<file path="src/rtl/trod_pkg.sv">
package trod_pkg;

  // Angle constants in units of 2^-30 rad.
  localparam logic signed [35:0] Pi30     = 36'sd3373259426;
  localparam logic signed [35:0] TwoPi30  = 36'sd6746518852;
  localparam logic signed [35:0] HalfPi30 = 36'sd1686629713;

  // CORDIC datapath width and constants in units of 2^-30.
  localparam int CordW = 34;
  localparam logic signed [CordW-1:0] Gain30 = 34'sd652032874;
  localparam logic signed [CordW-1:0] Lim30  = 34'sd1073741824;
  localparam logic signed [31:0]      One30  = 32'sd1073741824;

  localparam int AtanLen = 24;
  localparam logic [31:0] AtanTab [AtanLen] = '{
    32'd843314856, 32'd497837829, 32'd263043836, 32'd133525158, 32'd67021686,
    32'd33543515, 32'd16775850, 32'd8388437, 32'd4194282, 32'd2097149,
    32'd1048575, 32'd524287, 32'd262143, 32'd131071, 32'd65535, 32'd32767,
    32'd16383, 32'd8191, 32'd4095, 32'd2047, 32'd1023, 32'd511, 32'd255, 32'd127
  };

  // Divider: 37-bit numerator, 16-bit divisor, 24 quotient bits.
  localparam int DivNumW   = 37;
  localparam int DivDenW   = 16;
  localparam int DivQBits  = 24;
  localparam int DivPerStg = 4;
  localparam int DivStages = DivQBits / DivPerStg;

  function automatic logic [31:0] atan_entry(input logic [4:0] idx);
    return AtanTab[idx];
  endfunction

endpackage

</file>
<file path="src/rtl/trod_divider.sv">
module trod_divider import trod_pkg::*; (
  input  logic               clk_i,
  input  logic               en_i,
  input  logic [DivNumW-1:0] num_i,
  input  logic [DivDenW-1:0] den_i,
  output logic [DivQBits-1:0] quo_o,
  output logic               ovf_o
);

  localparam int HiW = DivNumW - DivQBits;

  logic [DivDenW-1:0]  r_q   [DivStages+1];
  logic [DivQBits-1:0] low_q [DivStages+1];
  logic [DivQBits-1:0] q_q   [DivStages+1];
  logic [DivDenW-1:0]  den_q [DivStages+1];
  logic                ovf_q [DivStages+1];

  logic [DivDenW-1:0] hi_part;
  assign hi_part = {{(DivDenW-HiW){1'b0}}, num_i[DivNumW-1:DivQBits]};

  // The quotient fits in DivQBits exactly when the upper numerator bits are
  // below the divisor.
  always_ff @(posedge clk_i) begin
    if (en_i) begin
      r_q[0]   <= hi_part;
      low_q[0] <= num_i[DivQBits-1:0];
      q_q[0]   <= '0;
      den_q[0] <= den_i;
      ovf_q[0] <= (hi_part >= den_i);
    end
  end

  for (genvar k = 0; k < DivStages; k++) begin : g_stage
    logic [DivDenW-1:0]  r;
    logic [DivQBits-1:0] low, q;
    logic [DivDenW:0]    t;

    always_comb begin
      r   = r_q[k];
      low = low_q[k];
      q   = q_q[k];
      t   = '0;
      for (int j = 0; j < DivPerStg; j++) begin
        t   = {r, low[DivQBits-1]};
        low = {low[DivQBits-2:0], 1'b0};
        if (t >= {1'b0, den_q[k]}) begin
          t = t - {1'b0, den_q[k]};
          q = {q[DivQBits-2:0], 1'b1};
        end else begin
          q = {q[DivQBits-2:0], 1'b0};
        end
        r = t[DivDenW-1:0];
      end
    end

    always_ff @(posedge clk_i) begin
      if (en_i) begin
        r_q[k+1]   <= r;
        low_q[k+1] <= low;
        q_q[k+1]   <= q;
        den_q[k+1] <= den_q[k];
        ovf_q[k+1] <= ovf_q[k];
      end
    end
  end

  assign quo_o = q_q[DivStages];
  assign ovf_o = ovf_q[DivStages];

endmodule

</file>
<file path="config.mk">
export PLATFORM = sky130hd
export DESIGN_NAME = trod_divider
export DESIGN_NICKNAME = d
export VERILOG_FILES = /design/src/rtl/trod_pkg.sv /design/src/rtl/trod_divider.sv
export SDC_FILE = /design/constraint.sdc
export NUM_CORES = 1
export LEC_CHECK = 0
export BUFFER_PORTS_ARGS = -buffer_cell sky130_fd_sc_hd__buf_2
export CAP_MARGIN = 10
export CORE_UTILIZATION = 55
export DETAILED_ROUTE_END_ITERATION = 7
export MAX_ROUTING_LAYER = met4
export PLACE_DENSITY = 0.78
export REMOVE_ABC_BUFFERS = 1
export SKIP_LAST_GASP = 1
export SLEW_MARGIN = 10
export SYNTH_ARGS = -nofsm -noshare
export SYNTH_HDL_FRONTEND = slang
export SYNTH_SLANG_ARGS = --single-unit
</file>
<file path="constraint.sdc">
create_clock -name clk_i -period 18 [get_ports clk_i]
set_clock_uncertainty 0.15 [all_clocks]
set_input_delay 0.9 -clock clk_i [delete_from_list [all_inputs] [get_ports clk_i]]
set_output_delay 0.9 -clock clk_i [all_outputs]
set_load 0.05 [all_outputs]
</file>
# ---- Word-level counts from Yosys, hierarchy flattened
# Memory sizes are Yosys's and may differ from the RTL's.
# Cells that the tools add are included.
dict set report word_totals {
  reg_bits 0
  ramBits 567
  inputBits 55
  out_inout_bits 25
  elab_cells 104
  n_memories 5
}
# name words word_bits read_ports rd_clocked_by_memory_dff write_ports line
set mem_list {}
lappend mem_list {low_q 7 24 6 0 7 trod_divider.sv:13} ;# logic [DivQBits-1:0] low_q [DivStages+1];
lappend mem_list {q_q 7 24 7 0 7 trod_divider.sv:14} ;# logic [DivQBits-1:0] q_q [DivStages+1];
lappend mem_list {den_q 7 16 6 0 7 trod_divider.sv:15} ;# logic [DivDenW-1:0] den_q [DivStages+1];
lappend mem_list {r_q 7 16 6 0 7 trod_divider.sv:12} ;# logic [DivDenW-1:0] r_q [DivStages+1];
lappend mem_list {ovf_q 7 1 7 0 7 trod_divider.sv:16} ;# logic ovf_q [DivStages+1];
dict set report op_classes {
  add_sub_neg 24
  n_lt_le_gt_ge 25
  n_mux 50
}
# op n
set op_table {}
lappend op_table {{greater-or-equal comparator 17 x 16 -> 1 bit} 24}
lappend op_table {{2-to-1 mux 16 bit} 24}
lappend op_table {{subtractor 16 bit} 24}
lappend op_table {{2-to-1 mux 1 bit} 26}
lappend op_table {{greater-or-equal comparator 13 x 16 -> 1 bit} 1}

# ---- Depth between registers and ports, before layout
# Gate-level depths: netlist of run 1.
# An unclocked memory read counts as a cell.
dict set report logic_depth {
  depth_word 9
  ltp_mapped 52
  depth_no_buf 47
}

# ---- Least setup slack after synthesis of run 1
# Ideal clock, no wire load.
dict set report synth_path {
  kind {register to register}
  from {mem den_q[2][1]}
  to {mem r_q[3][10], data pin}
  setup_ps 260
  arrival_ps 10417
  required_time_ps 17590
  slack_ps 7173
  stages_incl_launch_ff 47
  path_buffers 7
  period_less_slack_ps 10827
  path_cell_list {edfxtp_1 > inv_1 > ha_1 > nor2b_1 > o2111ai_1 > nand3_1 > a21oi_1 > and2_1 > buf_6 > clkbuf_1 > mux2_2 > inv_1 > ha_1 > nor2b_1 > o31a_1 > o211ai_1 > a21oi_1 > o211ai_1 > [11 not listed] > a21boi_0 > a311oi_2 > clkbuf_1 > mux2i_1 > ha_1 > nor2b_1 > o21ai_0 > a21boi_0 > o41ai_1 > o21ai_0 > o31a_1 > and4_1 > o31ai_1 > a21boi_0 > or4_4 > buf_6 > buf_12 > mux2_4}
}
# item line
set synth_lines {}
lappend synth_lines {{start, declared} trod_divider.sv:15}
lappend synth_lines {{end, declared} trod_divider.sv:12}

==> flow_summary.ini, run 1 <==
[status]
status = complete, no violations

[timing]
worst_pin_slew_ns = 1.043
timing.hold.ws_ns = 0.2420
max_freq_mhz = 75.74
min_period_ns = 13.20
hold_viol = 0
rsz0062_at_grt = no
finalSetupViolCount = 0
fin_tns_setup_ns = 0
maxSlewHeadroom = 0.3045
drv_slew = 0
fin_crit_sh = 0.7336

[layout]
utilization = 0.6040
area_growth_syn_to_layout_pct = 8.084
drive_gt1_frac = 0.1064
fill_cells = 4903
layout.nets = 3910

[logic_synthesis]
synth_edf_count = 364
ys_seq_area_frac = 0.3377
synth.most_common_cell = ha_1
async_flop_share = 0
ys.flop_type = edfxtp_1
netlist_area_sq_mm = 0.03236
syn_inst = 3347
ys_ff_latch = 364
synth_top_area_cell = edfxtp_1
netlist.area_leader.share = 0.3377
synth_area_per_cell_sq_um = 9.669
ys_top_cells_by_count = ha_1 (395), edfxtp_1 (364), a21oi_1 (260), inv_1 (247), o21ai_0 (223)
yosysUniqueCellTypes = 94
ys_warn_count = 0
synthTopCellsByArea = edfxtp_1 (34%), ha_1 (15%), mux2_2 (5.1%)

[floorplanning]
initial_core_util = 0.5588
fp.dieW_um = 244.6
die_height_um = 244.6
coreArea_sq_mm = 0.05792
die_area_sq_mm = 0.05982
num_io_pins = 80
rows = 88

[global_routing]
grt_pass1_vias = 24720
gr-total-overflow = 0
grt_pass1_wl_um = 124600
antenna_found_initial = 1
grt_max_degree = 84
track_usage = 0.2664

[run]
max_cap_violations = 0

[worst_setup_path]
crit_start = den_q[3][1]
crit_fanout = 16
critPathMaxStageDelay_ns = 0.87
worstSetupPathType = register to register
cp-start-kind = register
slowest_stage = a2111oi_4
arrival_ns = 13.41
r2r_start = den_q[3][1]
cp.required_ns = 18.20
crit_path_end_kind = register

[clock_tree]
postCtsSetupBuffers = 0
ctsHoldBuffers = 0
post_cts_resized = 0
h-tree-depth = 2
cts_tree = yes
numCtsBuffers = 41
cts_buffer_depth = 3
cts.sinks = 364
clk_pin_slew_worst_paths_ns = 0.07
worstSkewPairLatency_ns = 0.61
cts-root-buf = clkbuf_16

[placement]
gp_congestion = 0.9676
portBuffers = 79
dp_hpwl_um = 61090

[detailed_routing]
drc = 0
drt_iter0_drc = 1712
drt-vias-per-instance = 6.077
drtPass1Iterations = 5
vias = 25740
wire_per_inst_um = 18.41
ant_nets = 0
routed_wl_um = 77970

[hold_path]
hold_class = register to register
hp-start = q_q[5][0]
[state kept, by name (all words and copies together), names as in the netlist]
name	count
ovf_q	7
r_q	93
den_q	96
low_q	84
q_q	84
[routing by layer]
metal | part of all wire | GRT usage | routed length, um
met5 | 0 | - | 0
met4 | 0.039 | 0.1059 | 3018
met3 | 0.048 | 0.03073 | 3780
met2 | 0.48 | 0.4498 | 37660
met1 | 0.43 | 0.3245 | 33510
[worst max-delay path: cells and delay by family (launching register included)]
family | cells | cell delay, ns
AO/OA/AOI/OAI | 21 | 6.43
AND/OR/NAND/NOR | 12 | 2.66
buffers and inverters | 6 | 1.57
adder cells (fa/ha/maj) | 4 | 1.23
flip-flops | 1 | 0.48
multiplexers | 1 | 0.39
[through the flow]
stage | instance area (sq um) | setup WS (ns) | cells
after floorplan | 32110 | 5.317 | 3298
after global placement | 33630 | 5.370 | 4159
after detailed placement | 33630 | 5.030 | 4159
after CTS | 34980 | 4.958 | 4234
after global routing | 34980 | 3.562 | 4235
final | 34980 | 4.796 | 4235
[placed cells by master, fill, tap and decap left out, types with 9 or more instances in the layout]
cell type  count
ha_1         395
edfxtp_1     364
a21oi_1      260
inv_1        247
o21ai_0      223
nand2_1      215
nor2_1       213
xnor2_1      166
mux2_2       146
a21o_1       112
xor2_1        88
nor3_1        78
buf_2         78
nand4_1       63
nor2b_1       60
o21a_1        55
nand3_1       50
clkbuf_16     41
nand2b_1      39
o31ai_1       32
a211oi_1      30
mux2i_1       30
a31oi_1       30
and2_1        24
o21bai_1      23
o211ai_1      23
fa_1          23
or3_1         22
and3_1        21
a221o_1       20
a21boi_0      19
o31a_1        19
nor4_1        18
or2_2         18
buf_4         17
o41ai_1       10
mux2_4         9
[area by class of cell]
| class | instances | area (sq um) | area share |
|---|---|---|---|
| antenna | 1 | 2.502 | 0.00007154 |
| clock buffer | 47 | 1049 | 0.02997 |
| clock inverter | 28 | 300.3 | 0.008585 |
| inverter | 253 | 949.7 | 0.02715 |
| multi-input combinational | 2681 | 20260 | 0.5791 |
| sequential | 364 | 10930 | 0.3125 |
| tap | 765 | 957.2 | 0.02736 |
| timing repair buffer | 96 | 533.0 | 0.01524 |
[cell families (layout without fill, tap and decap cells)]
kind of cell | count (synthesis) | count (layout) | share of synthesized area
xor gates and xnor gates | 254 | 254 | 0.06874
AOI/OAI and AO/OA | 961 | 961 | 0.1933
DFF | 364 | 364 | 0.3377
muxes | 188 | 188 | 0.06530
and+or+nand+nor | 860 | 860 | 0.1309
buffers and inverters | 302 | 424 | 0.03704
adders and majority gates | 418 | 418 | 0.1669
other | 0 | 1 | 0
[path summary, 6_finish.rpt]
kind | slack (ns) | depth (start not counted) | endpoint
max | 4.80 | 44 | r_q[4][6]
min | 0.24 | 0 | q_q[6][4]
max reg2reg | 4.80 | 44 | r_q[4][6]
min reg2reg | 0.24 | 0 | q_q[6][4]
Power of run 1 is left out: the tool's default activity adds up to more than one toggle a clock period on the data nets, which glitch-free logic cannot reach.
==> inputs of run 2 (changes only) <==
- clock period: 18 -> 13.3 ns (I/O delays scaled with it)
==> flow_summary.ini, run 2 (synthesis gave the netlist of run 1 again) <==
[timing]
rsz0062_at_grt = no
fin_tns_setup_ns = 0
max_freq_mhz = 80.69
worst_pin_slew_ns = 1.008
maxSlewHeadroom = 0.3280
min_period_ns = 12.39
setup_ws_ns = 0.9076
fin_crit_sh = 0.9318
hold_viol = 0
finalSetupViolCount = 0
drv_slew = 0
timing.hold.ws_ns = 0.09992

[worst_setup_path]
worst-path-buf-inv = 9
crit_path_end_kind = register
r2r_start = den_q[3][1]
arrival_ns = 12.54
critPathMaxStageDelay_ns = 0.55
path_delay_family = compound AO/OA/AOI/OAI gates
crit_fanout = 16
cp-start-kind = register
rrSetupSlack_ns = 0.91
cp.required_ns = 13.45
slowest_stage = edfxtp_1
r2r_cells = 49
worstReg2RegEnd = r_q[4][14]
worstSetupPathType = register to register

[floorplanning]
coreArea_sq_mm = 0.05792
die_height_um = 244.6
die_area_sq_mm = 0.05982
rows = 88
initial_core_util = 0.5588
num_io_pins = 80
fp.dieW_um = 244.6

[layout]
layout.nets = 3918
antenna_cells = 0
mostFrequentLayoutCells = ha_1 (395), edfxtp_1 (364), a21oi_1 (260), inv_1 (247), o21ai_0 (223)
postLayoutCellArea_sq_mm = 0.03501
final_common_cell = ha_1
fill_cells = 4928
top_regs = den_q x96, r_q x93
drive_gt1_frac = 0.1079
top_register = den_q
area_growth_syn_to_layout_pct = 8.192
largest_reg_flops = 96

[hold_path]
hold_depth = 1
min_to = low_q[0][20]
hp-start = num_i[20]
hold_class = input port to register

[placement]
placed_cell_area_sq_mm = 0.03369
gp_congestion = 1.004
portBuffers = 79
dp_hpwl_um = 61670
pre_cts_slack_ns = 0.9331

[run]
max_cap_violations = 0

[global_routing]
grt_pass1_vias = 24370
grt_pass1_wl_um = 124000
antenna_found_initial = 0
gr-total-overflow = 0
track_usage = 0.2654
grt_max_degree = 93

[clock_tree]
worstSkewPairLatency_ns = 0.59
numCtsBuffers = 41
cts.sinks = 364
cts_buffer_depth = 3
clk_pin_slew_worst_paths_ns = 0.06
cts-root-buf = clkbuf_16
ctsHoldBuffers = 0
h-tree-depth = 2
cts_tree = yes

[detailed_routing]
drc = 0
drt_iter0_drc = 1994
drt-vias-per-instance = 6.092
routed_wl_um = 78460
vias = 25830
ant_nets = 0
wire_per_inst_um = 18.50
drtPass1Iterations = 5

[status]
status = complete, no violations
[run 2: worst max path at each step]
stage,start,end,depth (start not counted)
4_1_cts,den_q[3][1],r_q[4][14],49
3_3_place_gp,den_q[3][1],r_q[4][15],49
6_report,den_q[3][1],r_q[4][14],49
3_5_place_dp,den_q[3][1],r_q[4][14],49
5_1_grt,den_q[3][1],r_q[4][14],49
2_1_floorplan,den_q[1][1],r_q[2][12],41
[run 2: repair_timing]
| action | 4_1_cts | 5_1_grt |
|---|---|---|
| setup endpoints to repair | 0 | 3 |
| buffers inserted | 0 | 0 |
| resized for setup | 0 | 1 |
[run 2: metal layers]
metal	track usage	vias to the layer above	routed length (um)
li1	-	12770	-
met1	0.3290	12170	33950
met2	0.4424	697	37810
met3	0.03073	194	3811
met4	0.1024	0	2884
met5	-	-	0
[run 2: cell type report]
cell class                 instances  area, sq um  area share
clock buffer                      48         1074     0.03066
inverter                         253        949.7     0.02712
clock inverter                    25        247.7    0.007075
multi-input combinational       2681        20260      0.5787
tap                              765        957.2     0.02734
sequential                       364        10930      0.3122
timing repair buffer             104        593.1     0.01694
[run 2: worst register-to-register path: cells and delay by family (launching register included)]
| kind | cells | cell delay [ns] |
|---|---|---|
| adder cells (fa/ha/maj) | 4 | 1.26 |
| buffers and inverters | 9 | 1.92 |
| AND/OR/NAND/NOR | 12 | 1.95 |
| AO/OA/AOI/OAI | 24 | 6.25 |
| flip-flops | 1 | 0.55 |
[run 2: stage by stage]
step / instances / util
4_1_cts: 4240 / 0.6045
3_5_place_dp: 4167 / 0.5817
3_3_place_gp: 4167 / 0.5817
2_1_floorplan: 3298 / -
6_report: 4240 / 0.6046
5_1_grt: 4240 / 0.6046
Power of run 2 is left out for the same reason.
==> inputs of run 3 (changes only) <==
- PLACE_DENSITY: 0.78 -> 0.8
- clock period: 13.3 -> 10.8 ns (I/O delays scaled with it)
==> flow_summary.ini, run 3 (synthesis gave the netlist of run 1 again) <==
[timing]
maxSlewHeadroom = 0.3207
drv_slew = 0
min_period_ns = 10.31
fin_crit_sh = 0.9548
hold_viol = 0
setup_ws_ns = 0.4878
worst_pin_slew_ns = 1.019
max_freq_mhz = 96.97
rsz0062_at_grt = yes
finalSetupViolCount = 0

[placement]
place_inst = 4248
portBuffers = 79
pre_cts_slack_ns = 0.04172
gp_congestion = 1.002
placed_cell_area_sq_mm = 0.03436
dp_hpwl_um = 63930

[layout]
area_growth_syn_to_layout_pct = 12.77
top_regs = den_q x96, r_q x93
layout.nets = 4066
largest_reg_flops = 96
drive_gt1_frac = 0.1395
final_common_cell = ha_1
antenna_cells = 0
top_register = den_q
fill_cells = 4736
mostFrequentLayoutCells = ha_1 (394), edfxtp_1 (364), a21oi_1 (258), inv_1 (244)
layoutNonFillerInstCount = 4391
postLayoutCellArea_sq_mm = 0.03650

[hold_path]
min_to = r_q[0][6]
hold_depth = 1
hold_class = input port to register
hp-start = num_i[30]

[floorplanning]
coreArea_sq_mm = 0.05792
initial_core_util = 0.5588
num_io_pins = 80
rows = 88
die_height_um = 244.6
die_area_sq_mm = 0.05982
fp.dieW_um = 244.6

[run]
max_cap_violations = 0

[global_routing]
track_usage = 0.2796
gr-total-overflow = 0
grt_pass1_vias = 25040
grt_pass1_wl_um = 130100
antenna_found_initial = 0
grt_max_degree = 166

[detailed_routing]
routed_wl_um = 83220
drt-vias-per-instance = 6.032
ant_nets = 0
drtPass1Iterations = 5
vias = 26490
wire_per_inst_um = 18.95
drt_iter0_drc = 2096
drc = 0

[worst_setup_path]
r2r_cells = 41
worstReg2RegEnd = r_q[3][7]
cp-start-kind = register
r2r_start = den_q[2][13]
worstSetupPathType = register to register
slowest_stage = or4_4
arrival_ns = 10.47
worst-path-buf-inv = 5
path_delay_family = compound AO/OA/AOI/OAI gates
crit_start = den_q[2][13]
crit_path_end_kind = register
crit_top_cell = o21ai_0
crit_fanout = 22
cp.required_ns = 10.96
rrSetupSlack_ns = 0.49
critPathMaxStageDelay_ns = 0.58

[status]
status = complete, no violations

[clock_tree]
worstSkewPairLatency_ns = 0.59
numCtsBuffers = 42
cts.sinks = 364
cts_tree = yes
clk_pin_slew_worst_paths_ns = 0.06
cts_buffer_depth = 3
h-tree-depth = 2
cts-root-buf = clkbuf_16
-- run 3: changes by cell type in the layout (fill, tap and decap cells not counted), sizes merged, moves of 2 or more --
| cell | change |
|---|---|
| dlygate4sd3 | +45 |
| inv | +4 |
| buf | +100 |
| clkinv | -2 |
-- run 3: per-layer routing --
layer  wire length [um]  part of all wire  GRT usage
met5                  0                 0          -
met1              35630              0.43     0.3461
met2              40650              0.49     0.4753
met3               4162             0.050    0.02897
met4               2780             0.033    0.09467
-- run 3: per-stage QoR --
step | hold slack (ns) | util | setup TNS, ns
5_1_grt | 0.02744 | 0.6302 | -0.3006
3_3_place_gp | 0.2504 | 0.5933 | 0
3_5_place_dp | 0.2545 | 0.5933 | 0
6_report | 0.05218 | 0.6302 | 0
2_1_floorplan | 0.2503 | - | -47.37
4_1_cts | 0.01706 | 0.6253 | 0
-- run 3: worst max-delay path by stage --
| stage | end | cells after the start |
|---|---|---|
| after floorplan | r_q[2][12] | 41 |
| after global placement | q_q[6][0] | 45 |
| after detailed placement | q_q[6][0] | 45 |
| after CTS | q_q[6][0] | 45 |
| after global routing | r_q[3][7] | 42 |
| final | r_q[3][7] | 41 |
-- run 3: worst register-to-register path: cells and delay by family (launching register included) --
| family | cells | cell delay (ns) |
|---|---|---|
| and+or+nand+nor | 9 | 2.15 |
| adders and majority gates | 4 | 1.37 |
| DFF | 1 | 0.34 |
| buffers and inverters | 5 | 0.68 |
| muxes | 2 | 0.68 |
| AOI/OAI and AO/OA | 21 | 4.66 |
-- run 3: timing repair --
item	4_1_cts	5_1_grt
endpoints found under the hold margin	45	0
endpoints found under the setup margin	4	84
hold buffers	45	0
gates resized for setup	2	40
buffers inserted	0	19
pin swaps	0	6
cloned	0	2
-- run 3: cell type report --
cell class	count	area, sq um	share of cell area
timing repair buffer	249	1861	0.05098
clock inverter	28	291.5	0.007988
tap	765	957.2	0.02623
inverter	253	953.4	0.02612
clock buffer	49	1099	0.03010
multi-input combinational	2683	20410	0.5591
sequential	364	10930	0.2995
Power of run 3 is left out for the same reason.
